## src/hw/rtl/wwsr_pkg.sv

```systemverilog
// ----------------------------------------------------------------------------
// wwsr_pkg
// Shared types, codes and defaults for the waypoint window resend block.
// ----------------------------------------------------------------------------
package wwsr_pkg;

  localparam int WindowLog2Def   = 3;
  localparam int CoordBitsDef    = 16;
  localparam int PendingDepthDef = 64;

  localparam int CoordW  = 16;
  localparam int IdxW    = 3;
  localparam int CodeW   = 8;
  localparam int ReqW    = 2;
  localparam int KindW   = 2;
  localparam int RegIdxW = 1;

  typedef enum logic [ReqW-1:0] {
    REQ_LOAD     = 2'd0,
    REQ_SEND     = 2'd1,
    REQ_PT_ECHO  = 2'd2,
    REQ_DEF_ECHO = 2'd3
  } req_e;

  typedef enum logic [1:0] {
    MK_NOT_SENT = 2'd0,
    MK_SENT     = 2'd1,
    MK_WAIT     = 2'd2,
    MK_VALID    = 2'd3
  } mark_e;

  typedef enum logic [KindW-1:0] {
    KIND_POS   = 2'd0,
    KIND_POINT = 2'd1,
    KIND_CODE  = 2'd2
  } kind_e;

  typedef enum logic [RegIdxW-1:0] {
    REG_END_OF_SET = 1'b0,
    REG_NEXT_SET   = 1'b1
  } reg_e;

  typedef enum logic [2:0] {
    DEC_SEND_NS,
    DEC_END_CODE,
    DEC_END_WAIT,
    DEC_CLEAR,
    DEC_PULL,
    DEC_RESEND_ONE,
    DEC_RESEND
  } dec_e;

  typedef enum logic [2:0] {
    S_IDLE,
    S_DISPATCH,
    S_FILL_RD,
    S_FILL_WR,
    S_SCAN,
    S_DECIDE,
    S_EMIT,
    S_ECHO
  } state_e;

  typedef struct packed {
    logic [ReqW-1:0]   req_type;
    logic [CoordW-1:0] point_x;
    logic [CoordW-1:0] point_y;
    logic [IdxW-1:0]   reply_index;
    logic [CodeW-1:0]  reply_default;
    logic              reply_has_default;
  } item_t;

  typedef struct packed {
    logic [KindW-1:0]  frame_kind;
    logic [IdxW-1:0]   sent_index;
    logic [CoordW-1:0] sent_x;
    logic [CoordW-1:0] sent_y;
    logic [CodeW-1:0]  sent_default;
    logic              overflow_seen;
  } result_t;

  typedef struct packed {
    logic take;
    logic load;
    logic def_echo;
    logic echo_rd;
    logic echo_cmp;
    logic fill_rd;
    logic fill_wr;
    logic end_reset;
    logic scan_clr;
    logic scan_step;
    logic apply;
    logic set_pos;
    logic emit;
  } cmd_t;

  typedef struct packed {
    req_e req;
    logic pend_empty;
    logic win_empty;
    logic win_full;
    logic scan_last;
    logic reload;
    dec_e dec;
  } status_t;

endpackage

```

## src/hw/rtl/wwsr_ctrl.sv

```systemverilog
// ----------------------------------------------------------------------------
// wwsr_ctrl
// Sequencer: dispatches each transaction and steps fill, scan and send.
// ----------------------------------------------------------------------------
module wwsr_ctrl (
  input  logic              clk_i,
  input  logic              rst_ni,
  input  logic              start,
  output logic              busy,
  input  wwsr_pkg::status_t status_i,
  output wwsr_pkg::cmd_t    cmd_o
);
  import wwsr_pkg::*;

  state_e state_q, state_d;
  logic   depth_q, depth_d;

  always_ff @(posedge clk_i or negedge rst_ni) begin
    if (!rst_ni) begin
      state_q <= S_IDLE;
      depth_q <= 1'b0;
    end else begin
      state_q <= state_d;
      depth_q <= depth_d;
    end
  end

  always_comb begin
    state_d = state_q;
    depth_d = depth_q;
    cmd_o   = '0;
    unique case (state_q)
      S_IDLE: begin
        if (start) begin
          cmd_o.take = 1'b1;
          depth_d    = 1'b0;
          state_d    = S_DISPATCH;
        end
      end
      S_DISPATCH: begin
        unique case (status_i.req)
          REQ_LOAD: begin
            cmd_o.load = 1'b1;
            state_d    = S_IDLE;
          end
          REQ_DEF_ECHO: begin
            cmd_o.def_echo = 1'b1;
            state_d        = S_IDLE;
          end
          REQ_PT_ECHO: begin
            cmd_o.echo_rd = 1'b1;
            state_d       = S_ECHO;
          end
          REQ_SEND: begin
            if (status_i.pend_empty && status_i.win_empty) begin
              cmd_o.set_pos = 1'b1;
              state_d       = S_EMIT;
            end else if (status_i.win_empty) begin
              state_d = S_FILL_RD;
            end else begin
              cmd_o.scan_clr = 1'b1;
              state_d        = S_SCAN;
            end
          end
        endcase
      end
      S_FILL_RD: begin
        cmd_o.end_reset = 1'b1;
        if (!status_i.pend_empty && !status_i.win_full) begin
          cmd_o.fill_rd = 1'b1;
          state_d       = S_FILL_WR;
        end else begin
          cmd_o.scan_clr = 1'b1;
          state_d        = status_i.win_empty ? S_DECIDE : S_SCAN;
        end
      end
      S_FILL_WR: begin
        cmd_o.fill_wr = 1'b1;
        state_d       = S_FILL_RD;
      end
      S_SCAN: begin
        cmd_o.scan_step = 1'b1;
        if (status_i.scan_last) begin
          state_d = S_DECIDE;
        end
      end
      S_DECIDE: begin
        cmd_o.apply = 1'b1;
        if (status_i.dec == DEC_CLEAR && status_i.reload && !depth_q) begin
          depth_d = 1'b1;
          state_d = S_FILL_RD;
        end else begin
          state_d = S_EMIT;
        end
      end
      S_EMIT: begin
        cmd_o.emit = 1'b1;
        state_d    = S_IDLE;
      end
      S_ECHO: begin
        cmd_o.echo_cmp = 1'b1;
        state_d        = S_IDLE;
      end
      default: state_d = S_IDLE;
    endcase
  end

  assign busy = (state_q != S_IDLE);

endmodule

```

## src/hw/rtl/wwsr_datapath.sv

```systemverilog
// ----------------------------------------------------------------------------
// wwsr_datapath
// Pending FIFO, window store, mark flags, mark scan and result register.
// ----------------------------------------------------------------------------
module wwsr_datapath #(
  parameter int WINDOW_LOG2   = wwsr_pkg::WindowLog2Def,
  parameter int COORD_BITS    = wwsr_pkg::CoordBitsDef,
  parameter int PENDING_DEPTH = wwsr_pkg::PendingDepthDef
) (
  input  logic                         clk_i,
  input  logic                         rst_ni,
  input  wwsr_pkg::item_t              item_i,
  input  logic                         cfg_we_i,
  input  logic [wwsr_pkg::RegIdxW-1:0] cfg_idx_i,
  input  logic [wwsr_pkg::CodeW-1:0]   cfg_wdata_i,
  input  wwsr_pkg::cmd_t               cmd_i,
  output wwsr_pkg::status_t            status_o,
  output logic                         done_o,
  output wwsr_pkg::result_t            result_o
);
  import wwsr_pkg::*;

  localparam int Window    = 1 << WINDOW_LOG2;
  localparam int WcW       = WINDOW_LOG2 + 1;
  localparam int StoreBits = (COORD_BITS < CoordW) ? COORD_BITS : CoordW;
  localparam int PtW       = $clog2(PENDING_DEPTH);
  localparam int CntW      = $clog2(PENDING_DEPTH + 1);
  localparam int IdxExtW   = (WINDOW_LOG2 > IdxW) ? WINDOW_LOG2 : IdxW;
  localparam int RiCmpW    = (WcW > IdxW) ? WcW : IdxW;
  localparam int PointW    = 2 * StoreBits;

  function automatic logic [PtW-1:0] ptr_inc(input logic [PtW-1:0] p);
    return (p == PtW'(PENDING_DEPTH - 1)) ? '0 : p + 1'b1;
  endfunction

  item_t                  item_q;
  logic [CodeW-1:0]       eos_q, nxt_q;
  logic [PtW-1:0]         head_q, tail_q;
  logic [CntW-1:0]        pcount_q;
  logic [PointW-1:0]      pend_mem [PENDING_DEPTH];
  logic [PointW-1:0]      pend_rdata_q;
  logic [PointW-1:0]      win_mem [Window];
  logic [PointW-1:0]      win_rdata_q;
  logic [WINDOW_LOG2-1:0] win_raddr;
  logic [WcW-1:0]         wcount_q;
  mark_e                  marks_q [Window];
  mark_e                  marks_d [Window];
  mark_e                  end_mark_q;
  logic [CodeW:0]         end_code_q;
  logic                   overflow_q;

  logic [WcW-1:0]         scan_i_q;
  logic                   ns_found_q, sent_found_q, uv_found_q, uv_wait_q, uv_many_q;
  logic [WINDOW_LOG2-1:0] ns_idx_q, sent_idx_q, uv_idx_q;
  mark_e                  scan_mark;
  logic [WINDOW_LOG2-1:0] scan_idx;

  kind_e                  kind_q;
  logic [WINDOW_LOG2-1:0] idx_q;
  logic [CodeW-1:0]       code_q;
  result_t                out_q;
  result_t                out_d;
  logic                   done_q;

  dec_e                   dec;
  logic [WINDOW_LOG2-1:0] sel_idx;
  logic                   pend_full;
  logic [CodeW-1:0]       end_code_sel;
  logic [RiCmpW-1:0]      ri_ext, wc_ext;
  logic [WINDOW_LOG2-1:0] echo_addr;
  logic                   echo_hit;
  logic [IdxExtW-1:0]     idx_ext;
  logic [PointW-1:0]      echo_point;

  assign pend_full    = (pcount_q == CntW'(PENDING_DEPTH));
  assign end_code_sel = (pcount_q == '0) ? eos_q : nxt_q;
  assign ri_ext       = RiCmpW'(item_q.reply_index);
  assign wc_ext       = RiCmpW'(wcount_q);
  assign echo_addr    = ri_ext[WINDOW_LOG2-1:0];
  assign echo_point   = {item_q.point_x[StoreBits-1:0], item_q.point_y[StoreBits-1:0]};
  assign echo_hit     = (ri_ext < wc_ext) && (win_rdata_q == echo_point);
  assign scan_idx     = scan_i_q[WINDOW_LOG2-1:0];
  assign scan_mark    = marks_q[scan_idx];
  assign win_raddr    = cmd_i.echo_rd ? echo_addr : sel_idx;
  assign idx_ext      = IdxExtW'(idx_q);

  always_comb begin
    dec     = DEC_RESEND;
    sel_idx = uv_idx_q;
    if (ns_found_q) begin
      dec     = DEC_SEND_NS;
      sel_idx = ns_idx_q;
    end else if (!uv_found_q) begin
      sel_idx = '0;
      case (end_mark_q)
        MK_VALID: dec = DEC_CLEAR;
        MK_SENT:  dec = DEC_END_WAIT;
        default:  dec = DEC_END_CODE;
      endcase
    end else if (!uv_many_q) begin
      dec = uv_wait_q ? DEC_RESEND_ONE : DEC_PULL;
    end else if (sent_found_q) begin
      sel_idx = sent_idx_q;
    end
  end

  always_comb begin
    marks_d = marks_q;
    if (cmd_i.fill_wr) begin
      marks_d[wcount_q[WINDOW_LOG2-1:0]] = MK_NOT_SENT;
    end
    if (cmd_i.echo_cmp && echo_hit) begin
      marks_d[echo_addr] = MK_VALID;
    end
    if (cmd_i.apply) begin
      case (dec) inside
        DEC_SEND_NS, DEC_RESEND_ONE: marks_d[sel_idx] = MK_SENT;
        DEC_PULL: marks_d[sel_idx] = MK_WAIT;
        DEC_CLEAR: begin
          for (int i = 0; i < Window; i++) begin
            marks_d[i] = MK_NOT_SENT;
          end
        end
        DEC_RESEND: begin
          for (int i = 0; i < Window; i++) begin
            if (marks_q[i] == MK_SENT) begin
              marks_d[i] = MK_NOT_SENT;
            end
          end
          marks_d[sel_idx] = MK_SENT;
        end
        default: ;
      endcase
    end
  end

  always_comb begin
    out_d               = '0;
    out_d.frame_kind    = kind_q;
    out_d.overflow_seen = overflow_q;
    if (kind_q == KIND_POINT) begin
      out_d.sent_index = idx_ext[IdxW-1:0];
      out_d.sent_x     = CoordW'(win_rdata_q[PointW-1:StoreBits]);
      out_d.sent_y     = CoordW'(win_rdata_q[StoreBits-1:0]);
    end
    if (kind_q == KIND_CODE) begin
      out_d.sent_default = code_q;
    end
  end

  always_ff @(posedge clk_i) begin
    if (cmd_i.take) begin
      item_q <= item_i;
    end
    if (cmd_i.load && !pend_full) begin
      pend_mem[tail_q] <= echo_point;
    end
    if (cmd_i.fill_rd) begin
      pend_rdata_q <= pend_mem[head_q];
    end
    if (cmd_i.fill_wr) begin
      win_mem[wcount_q[WINDOW_LOG2-1:0]] <= pend_rdata_q;
    end
    win_rdata_q <= win_mem[win_raddr];
  end

  always_ff @(posedge clk_i) begin
    if (cmd_i.emit) begin
      out_q <= out_d;
    end
  end

  always_ff @(posedge clk_i or negedge rst_ni) begin
    if (!rst_ni) begin
      for (int i = 0; i < Window; i++) begin
        marks_q[i] <= MK_NOT_SENT;
      end
    end else begin
      marks_q <= marks_d;
    end
  end

  always_ff @(posedge clk_i or negedge rst_ni) begin
    if (!rst_ni) begin
      eos_q        <= '0;
      nxt_q        <= CodeW'(1);
      head_q       <= '0;
      tail_q       <= '0;
      pcount_q     <= '0;
      wcount_q     <= '0;
      end_mark_q   <= MK_NOT_SENT;
      end_code_q   <= {1'b1, {CodeW{1'b0}}};
      overflow_q   <= 1'b0;
      scan_i_q     <= '0;
      ns_found_q   <= 1'b0;
      sent_found_q <= 1'b0;
      uv_found_q   <= 1'b0;
      uv_wait_q    <= 1'b0;
      uv_many_q    <= 1'b0;
      ns_idx_q     <= '0;
      sent_idx_q   <= '0;
      uv_idx_q     <= '0;
      kind_q       <= KIND_POS;
      idx_q        <= '0;
      code_q       <= '0;
      done_q       <= 1'b0;
    end else begin
      done_q <= cmd_i.emit;
      if (cfg_we_i) begin
        unique case (reg_e'(cfg_idx_i))
          REG_END_OF_SET: eos_q <= cfg_wdata_i;
          REG_NEXT_SET:   nxt_q <= cfg_wdata_i;
        endcase
      end
      if (cmd_i.load) begin
        if (pend_full) begin
          overflow_q <= 1'b1;
        end else begin
          tail_q   <= ptr_inc(tail_q);
          pcount_q <= pcount_q + 1'b1;
        end
      end
      if (cmd_i.fill_rd) begin
        head_q   <= ptr_inc(head_q);
        pcount_q <= pcount_q - 1'b1;
      end
      if (cmd_i.fill_wr) begin
        wcount_q <= wcount_q + 1'b1;
      end
      if (cmd_i.end_reset) begin
        end_mark_q <= MK_NOT_SENT;
      end
      if (cmd_i.def_echo && item_q.reply_has_default &&
          ({1'b0, item_q.reply_default} == end_code_q)) begin
        end_mark_q <= MK_VALID;
      end
      if (cmd_i.scan_clr) begin
        scan_i_q     <= '0;
        ns_found_q   <= 1'b0;
        sent_found_q <= 1'b0;
        uv_found_q   <= 1'b0;
        uv_wait_q    <= 1'b0;
        uv_many_q    <= 1'b0;
      end else if (cmd_i.scan_step) begin
        scan_i_q <= scan_i_q + 1'b1;
        if (scan_mark == MK_NOT_SENT && !ns_found_q) begin
          ns_found_q <= 1'b1;
          ns_idx_q   <= scan_idx;
        end
        if (scan_mark == MK_SENT && !sent_found_q) begin
          sent_found_q <= 1'b1;
          sent_idx_q   <= scan_idx;
        end
        if (scan_mark != MK_VALID) begin
          if (!uv_found_q) begin
            uv_found_q <= 1'b1;
            uv_idx_q   <= scan_idx;
            uv_wait_q  <= (scan_mark == MK_WAIT);
          end else begin
            uv_many_q <= 1'b1;
          end
        end
      end
      if (cmd_i.set_pos) begin
        kind_q <= KIND_POS;
      end
      if (cmd_i.apply) begin
        idx_q <= sel_idx;
        case (dec)
          DEC_END_CODE: begin
            end_mark_q <= MK_SENT;
            end_code_q <= {1'b0, end_code_sel};
            code_q     <= end_code_sel;
            kind_q     <= KIND_CODE;
          end
          DEC_END_WAIT: begin
            end_mark_q <= MK_WAIT;
            kind_q     <= KIND_POS;
          end
          DEC_CLEAR: begin
            wcount_q <= '0;
            kind_q   <= KIND_POS;
          end
          DEC_PULL: kind_q <= KIND_POS;
          default:  kind_q <= KIND_POINT;
        endcase
      end
    end
  end

  assign status_o.req        = req_e'(item_q.req_type);
  assign status_o.pend_empty = (pcount_q == '0);
  assign status_o.win_empty  = (wcount_q == '0);
  assign status_o.win_full   = (wcount_q == WcW'(Window));
  assign status_o.scan_last  = ((scan_i_q + 1'b1) == wcount_q);
  assign status_o.reload     = (end_code_q == {1'b0, nxt_q});
  assign status_o.dec        = dec;

  assign done_o   = done_q;
  assign result_o = out_q;

  a_pcount_bound: assert property (@(posedge clk_i) disable iff (!rst_ni)
    pcount_q <= CntW'(PENDING_DEPTH))
    else $error("pending count past depth");

  a_wcount_bound: assert property (@(posedge clk_i) disable iff (!rst_ni)
    wcount_q <= WcW'(Window))
    else $error("window count past window size");

  a_fill_room: assert property (@(posedge clk_i) disable iff (!rst_ni)
    cmd_i.fill_wr |-> (wcount_q != WcW'(Window)) && $past(cmd_i.fill_rd))
    else $error("window write without a room or a FIFO read");

  a_fill_src: assert property (@(posedge clk_i) disable iff (!rst_ni)
    cmd_i.fill_rd |-> (pcount_q != '0))
    else $error("FIFO read while empty");

  a_done_pulse: assert property (@(posedge clk_i) disable iff (!rst_ni)
    done_q |=> !done_q)
    else $error("result strobe held for two cycles");

endmodule

```

## src/hw/rtl/waypoint_window_selective_resend.sv

```systemverilog
// ----------------------------------------------------------------------------
// waypoint_window_selective_resend
// Load and default echo finish at dispatch; point echo reads the window, then compares.
// Send: the window entries are scanned one per cycle, then a decision is applied and
//   the result emitted; an empty window is first filled from the FIFO, each point read
//   and then written, and a validated next-set code adds a refill and a second scan.
// Nothing pending: a position frame is emitted. Results cannot be stalled.
// Reset: asynchronous, clears counts, marks, flags and codes; stores need no clearing pass.
// ----------------------------------------------------------------------------
module waypoint_window_selective_resend #(
  parameter int WINDOW_LOG2   = wwsr_pkg::WindowLog2Def,
  parameter int COORD_BITS    = wwsr_pkg::CoordBitsDef,
  parameter int PENDING_DEPTH = wwsr_pkg::PendingDepthDef
) (
  input  logic                         clk_i,
  input  logic                         rst_ni,
  input  logic                         start,
  output logic                         busy,
  input  wwsr_pkg::item_t              item_i,
  output logic                         done_o,
  output wwsr_pkg::result_t            result_o,
  input  logic                         cfg_we_i,
  input  logic [wwsr_pkg::RegIdxW-1:0] cfg_idx_i,
  input  logic [wwsr_pkg::CodeW-1:0]   cfg_wdata_i
);
  import wwsr_pkg::*;

  cmd_t    cmd;
  status_t status;

  wwsr_ctrl u_ctrl (
    .clk_i    (clk_i),
    .rst_ni   (rst_ni),
    .start    (start),
    .busy     (busy),
    .status_i (status),
    .cmd_o    (cmd)
  );

  wwsr_datapath #(
    .WINDOW_LOG2   (WINDOW_LOG2),
    .COORD_BITS    (COORD_BITS),
    .PENDING_DEPTH (PENDING_DEPTH)
  ) u_datapath (
    .clk_i       (clk_i),
    .rst_ni      (rst_ni),
    .item_i      (item_i),
    .cfg_we_i    (cfg_we_i),
    .cfg_idx_i   (cfg_idx_i),
    .cfg_wdata_i (cfg_wdata_i),
    .cmd_i       (cmd),
    .status_o    (status),
    .done_o      (done_o),
    .result_o    (result_o)
  );

endmodule
```

## config.mk

```make
export PLATFORM = sky130hd
export DESIGN_NAME = waypoint_window_selective_resend
export DESIGN_NICKNAME = d
export VERILOG_FILES = /design/src/hw/rtl/wwsr_pkg.sv /design/src/hw/rtl/wwsr_ctrl.sv /design/src/hw/rtl/wwsr_datapath.sv /design/src/hw/rtl/waypoint_window_selective_resend.sv
export SDC_FILE = /design/constraint.sdc
export NUM_CORES = 2
export LEC_CHECK = 0
export ABC_AREA = 1
export ABC_CLOCK_PERIOD_IN_PS = 15100
export BUFFER_PORTS_ARGS = -buffer_cell sky130_fd_sc_hd__buf_4
export CAP_MARGIN = 20
export CELL_PAD_IN_SITES_DETAIL_PLACEMENT = 1
export CELL_PAD_IN_SITES_GLOBAL_PLACEMENT = 1
export CORE_ASPECT_RATIO = 0.9
export CORE_MARGIN = 1.5
export CORE_UTILIZATION = 30
export DETAILED_ROUTE_END_ITERATION = 10
export GPL_TIMING_DRIVEN = 0
export PLACE_DENSITY_LB_ADDON = 0.1
export REMOVE_ABC_BUFFERS = 1
export SYNTH_ARGS = -nofsm -noshare
export SYNTH_HDL_FRONTEND = slang
export SYNTH_SLANG_ARGS = --single-unit
```

## constraint.sdc

```tcl
create_clock -name clk_i -period 15.1 [get_ports clk_i]
set_input_delay 1.51 -clock clk_i [delete_from_list [all_inputs] [get_ports clk_i]]
set_output_delay 1.51 -clock clk_i [all_outputs]
set_load 0.03 [all_outputs]
```

# ---- Yosys cells after proc, flatten, opt, wreduce, memory -nomap -nowiden
# Memories as Yosys holds them, arrays and structs flattened. A register that Yosys moved wholly into a read port is not among the register bits.
# Index checks and enable logic that the tools add are counted.
dict set report op_classes {
  add_sub_neg 6
  mul 0
  div_mod_pow 0
  order_cmp 8
  eq_ne 44
  shifts 0
  mux 147
  bitwise_logic 19
  n_reduce_logical 55
}
# cell n
set op_table {}
lappend op_table {{2-bit two-way mux} 58}
lappend op_table {{16-bit two-way mux} 7}
lappend op_table {{1-bit two-way mux} 45}
lappend op_table {{3-bit two-way mux} 15}
lappend op_table {{32-bit == test} 1}
lappend op_table {{8-bit bitwise AND} 3}
lappend op_table {{2-bit by 1-bit == test with 1-bit output (second input constant)} 12}
lappend op_table {{8-bit OR} 3}
lappend op_table {{3-bit == test (second input constant)} 7}
lappend op_table {{7-bit two-way mux} 3}
lappend op_table {{3-bit one-hot mux with 7 select lines} 1}
lappend op_table {{4-bit two-way mux} 5}
lappend op_table {{2-bit AND reduction} 10}
lappend op_table {{2-bit demux with 3-bit select} 3}
lappend op_table {{16-bit bitwise AND} 1}
lappend op_table {{4-bit >= comparator (second input constant)} 4}
lappend op_table {{16-bit NOT} 1}
lappend op_table {{3-bit NOT with 4-bit output} 4}
lappend op_table {{8-bit NOT} 2}
lappend op_table {{16-bit OR} 1}
lappend op_table {{2-bit nonzero test} 8}
lappend op_table {{3-bit AND reduction} 5}
lappend op_table {{1-bit logical AND} 14}
lappend op_table {{6-bit by 1-bit adder with 6-bit output (second input constant)} 2}
lappend op_table {{other kinds (32)} 64}
dict set report word_totals {
  register_bits 195
  latch_bits 0
  ram_bits 2304
  rom_bits 0
  in_bits 59
  output_inout_bits 48
  elab_cells 325
  n_memories 2
}
# name depth word_bits rd rd_clocked_by_memory_dff write_ports line_no
set mem_list {}
lappend mem_list {u_datapath.pend_mem 64 32 1 1 1 wwsr_datapath.sv:40} ;# logic [PointW-1:0] pend_mem [PENDING_DEPTH];
lappend mem_list {u_datapath.win_mem 8 32 1 1 1 wwsr_datapath.sv:42} ;# logic [PointW-1:0] win_mem [Window];

# ---- Logic depth before layout (Yosys ltp)
dict set report depth {
  word_depth 22
  ltp_mapped 18
  mapped_depth_nobuf 17
}

# ---- Hierarchy
# Synthesis repeated with hierarchy kept, for this count alone.
dict set report unflattened {
  cells_unflattened 7765
  area_unflattened_um2 100784.2
}
# mod n_inst cells_each area_each_um2 seq_area_each_um2
set modules_own_cells {}
lappend modules_own_cells {wwsr_datapath 1 7691 100337.5 75830.2}
lappend modules_own_cells {wwsr_ctrl 1 74 446.7 100.1}

# ---- Worst setup path after synthesis
# No wires, ideal clock.
dict set report synth_path {
  path_kind {register to register}
  from {reg u_ctrl.state_q[2]}
  to {mem u_datapath.pend_mem[15][0] (netlist bit) (enable)}
  setup_time_ps 502
  arrival_time_ps 4434
  slack_ps 10164
  stages_incl_launch_ff 9
  n_path_buf 1
  cell_sequence {dfrtp_1 -> inv_1 -> nand3_1 -> inv_1 -> nand2_1 -> nor2_1 -> buf_2 -> nand4_2 -> nor4_1}
}
dict set report synth_via {
  elab_chain_len 5
}
# item line_no
set synth_lines {}
lappend synth_lines {{from (decl)} wwsr_ctrl.sv:15} ;# state_e state_q, state_d;
lappend synth_lines {{from (signal assigned)} wwsr_ctrl.sv:23} ;# state_q <= state_d;
lappend synth_lines {{3-bit by 1-bit == test with 1-bit output} wwsr_ctrl.sv:32} ;# unique case (state_q)
lappend synth_lines {{3-bit two-way mux} wwsr_ctrl.sv:32}
lappend synth_lines {{1-bit logical AND} wwsr_datapath.sv:155} ;# if (cmd_i.load && !pend_full) begin
lappend synth_lines {{1-bit two-way mux} wwsr_datapath.sv:155}
lappend synth_lines {{1-bit two-way mux (not written as such)} wwsr_datapath.sv:156} ;# pend_mem[tail_q] <= echo_point;
lappend synth_lines {{to (decl)} wwsr_datapath.sv:40}
# No other way between the ends.

==> run_results.csv <==
group,metric,value,unit
timing,finalClockSkew,0.03836,ns
logic_synthesis,yosysSeqAreaShare,73.93,%
detailed_routing,wl_per_cell,27.24,microns
floorplanning,core_region_area,340400,sq um
logic_synthesis,synth_edf_count,2428,
global_route,use_met2,34.08,%
floorplanning,die-area,345900,sq um
clock_tree,cts_tree,"yes",
clock_tree,clk_pin_slew_worst_paths,0.06,ns
pwr,pwr_density_cell,179.5,nW/um^2
place,placed_area,114500,sq um
floorplanning,fp-row-count,203,
global_route,grt_use_met1,29.26,%
finish,stdcell_area,123400,sq um
timing,fin_crit_sh,39.15,%
place,gp_congestion,0.7339,
clock_tree,ctsHtreeMaxLevel,5,
clock_tree,cts.sinks,2555,
floorplanning,initial_core_util,30.18,%
clock_tree,clockBufferDepth,4,
finish,n_fill_cell,35660,
detailed_routing,vias,67150,
detailed_routing,drtAntennaViolNets,0,
critical_path,cp_common_cell,"buf_16",
global_route,busiest_layer,"met2",
critical_path,crit_chain,"buf_16 -> buf_16 -> buf_16 -> buf_16 -> inv_16 -> buf_16 -> buf_16 -> o21ai_0 -> o22ai_1 -> a21oi_1 -> nand3_1 -> nand3_1 -> nand3_1",
timing,max_slew_margin,17.97,%
logic_synthesis,synth_area,102700,sq um
logic_synthesis,yosys_warnings,0,
detailed_routing,drc,0,
finish,synthToLayoutAreaGrowth,20.15,%
outcome,status,"complete, no violations",
timing,rsz0062_at_grt,"no",
global_route,gr-usage-all-layers,20.61,%
detailed_routing,routed_wl,361600,microns
critical_path,critPathMaxFanout,165,
detailed_routing,vias_per_cell,5.059,
critical_path,cp-start-kind,"flop",
global_route,grt_pass1_vias,68690,
logic_synthesis,ys.flop_type,"edfxtp_1",
clock_tree,root_buffer,"clkbuf_16",
clock_tree,post-cts-setup-buffers,0,
global_route,overflow,0,
global_route,grt_pass1_wl,516000,microns
finish,final_layout_size_suffix_gt1_share,10.25,%
clock_tree,numCtsBuffers,293,
logic_synthesis,ys_ff_latch,2555,
pwr,p_leak,41.89,nW
global_route,antenna_found_initial,22,
timing,hold_viol_final,0,
detailed_routing,initialDrtViolationCount,4918,
clock_tree,holdBufCountCts,0,
logic_synthesis,yosysUniqueCellTypes,51,
timing,slew_viol_final,0,
finish,final_nets,8598,
timing,timing.fmax,0.1691,GHz
global_route,use_met3,1.969,%
critical_path,slowest_delay,0.87,ns
critical_path,critical_path_required,15.51,ns
critical_path,crit_family,"buffers and inverters",
logic_synthesis,synth-async-reset-ratio,3.718,%
critical_path,critPathKind,"flop to flop",
critical_path,worstReg2RegStart,"u_datapath.head_q[0]",
floorplanning,die_h,558.1,microns
critical_path,crit_start,"u_datapath.head_q[0]",
floorplanning,fp.dieW,619.8,microns
timing,tightest_slew,1.230,ns
place,dp_hpwl,223400,microns
logic_synthesis,syn_inst,8334,
logic_synthesis,syn_area_per_cell,12.32,sq um
critical_path,cp.arrival,6.32,ns
pwr,peakVddDrop,0.1595,mV
critical_path,cp.buffers_inverters,7,
floorplanning,io_pins,107,
run,cap_violations,0,
global_route,grt_max_degree,237,
detailed_routing,dr.pass1.iters,5,
timing,layout_min_cycle_time,5.912,ns
critical_path,end_kind,"flop",
pwr,fin_total_pwr,22.15,mW
finish,final_cell_mix,"2,428 x edfxtp_1, 1,383 x nor2_1, 1,124 x o21ai_0",
place,io_buffers,106,
clock_tree,clk_latency,0.91,ns
critical_path,critPathSlowestCell,"dfrtp_4",
finish,final_common_cell,"edfxtp_1",
min_path,hp-class,"primary input to async pin",
timing,finalSetupViolCount,0,
clock_tree,ctsResizeCount,0,
==> synthesized netlist by cell type, drive strengths merged (2+ instances only) <==
cell / instances / share of area [%]
ha: 17 / 0.21
a31oi: 6 / 0.037
nand3: 451 / 2.2
o221ai: 26 / 0.22
xnor2: 8 / 0.068
edfxtp: 2428 / 71
buf: 221 / 1.2
o22ai: 271 / 1.7
nor3b: 2 / 0.015
a21oi: 97 / 0.47
nor3: 10 / 0.054
dfxtp: 32 / 0.62
o211ai: 232 / 1.7
dfstp: 2 / 0.051
nand4: 30 / 0.19
nand3b: 106 / 0.77
clkbuf: 287 / 1.1
or2: 9 / 0.055
xor2: 17 / 0.14
nor2: 1454 / 5.3
nand2: 991 / 3.6
o21ai: 1132 / 5.5
inv: 399 / 1.5
dfrtp: 93 / 2.3
clkinv: 3 / 0.011
==> per-stage QoR <==
stage | worst slack (ns) | std cells | hold slack, ns | utilization [%] | setup TNS [ns]
finish | 9.188 | 13270 | 0.4663 | 36.26 | 0
global placement | -95.86 | 12440 | 0.4550 | 31.40 | -3278.82
CTS | 9.306 | 13270 | 0.3965 | 36.25 | 0
floorplan | -20.82 | 7826 | 0.4259 | - | -690.23
global route | 9.083 | 13270 | 0.4325 | 36.26 | 0
detailed placement | 9.324 | 12730 | 0.4635 | 33.63 | 0
==> final timing paths <==
kind | depth (start not counted) | slack, ns | end
worst max-delay path | 13 | 9.19 | u_datapath.pend_rdata_q[8]
worst min-delay path | 1 | 0.47 | u_datapath.ns_idx_q[1]
worst max register to register | 13 | 9.19 | u_datapath.pend_rdata_q[8]
worst min register to register | 0 | 0.47 | u_datapath.result_o[0]
max in group asynchronous | 2 | 13.88 | u_datapath.head_q[4]
min in group clk_i | 0 | 0.47 | u_datapath.result_o[0]
==> registers in the layout (all words and copies together), names as in the netlist, 4 cells and up <==
signal and flops:
u_datapath.pend_mem 2048, u_datapath.win_mem 256, u_datapath.result_o 46, u_datapath.echo_point 32, u_datapath.pend_rdata_q 32, u_datapath.win_rdata_q 32, u_datapath.marks_q 16, u_datapath.item_q 9
u_datapath.eos_q 8, u_datapath.nxt_q 8, u_datapath.code_q 7, u_datapath.pcount_q 7, u_datapath.head_q 6, u_datapath.tail_q 6, u_datapath.scan_i_q 4, u_datapath.wc_ext 4
==> area by class of cell <==
type                       instances  area (sq um)  area share [%]
antenna                            6         15.01         0.01217
clock buffer                     400          7928           6.424
clock inverter                   131         980.9          0.7949
inverter                         402          1567           1.269
multi-input combinational       4869         23560           19.09
sequential                      2555         75950           61.54
tap                             4510          5643           4.572
timing repair buffer             400          7771           6.297
==> kinds of logic after synthesis <==
family,synth area share [%]
adder cells (fa/ha/maj),0.2266
buffers and inverters,3.707
XOR/XNOR,0.2132
flip-flops,73.93
AO/OA/AOI/OAI,9.671
AND/OR/NAND/NOR,12.26
==> routing by layer <==
metal	vias to the layer above	part of all wire [%]
li1	30310	-
met3	435	3.3
met4	0	2.2
met2	1143	47
met5	-	0
met1	35260	47
==> power breakdown <==
group	internal [mW]	switching, mW	leakage [nW]
combinational	2.01	4.69	14.2
sequential	8.34	0.319	23.4
clock	3.81	2.98	4.34
total	14.2	7.98	41.9
(Power assumes the default switching activity.)
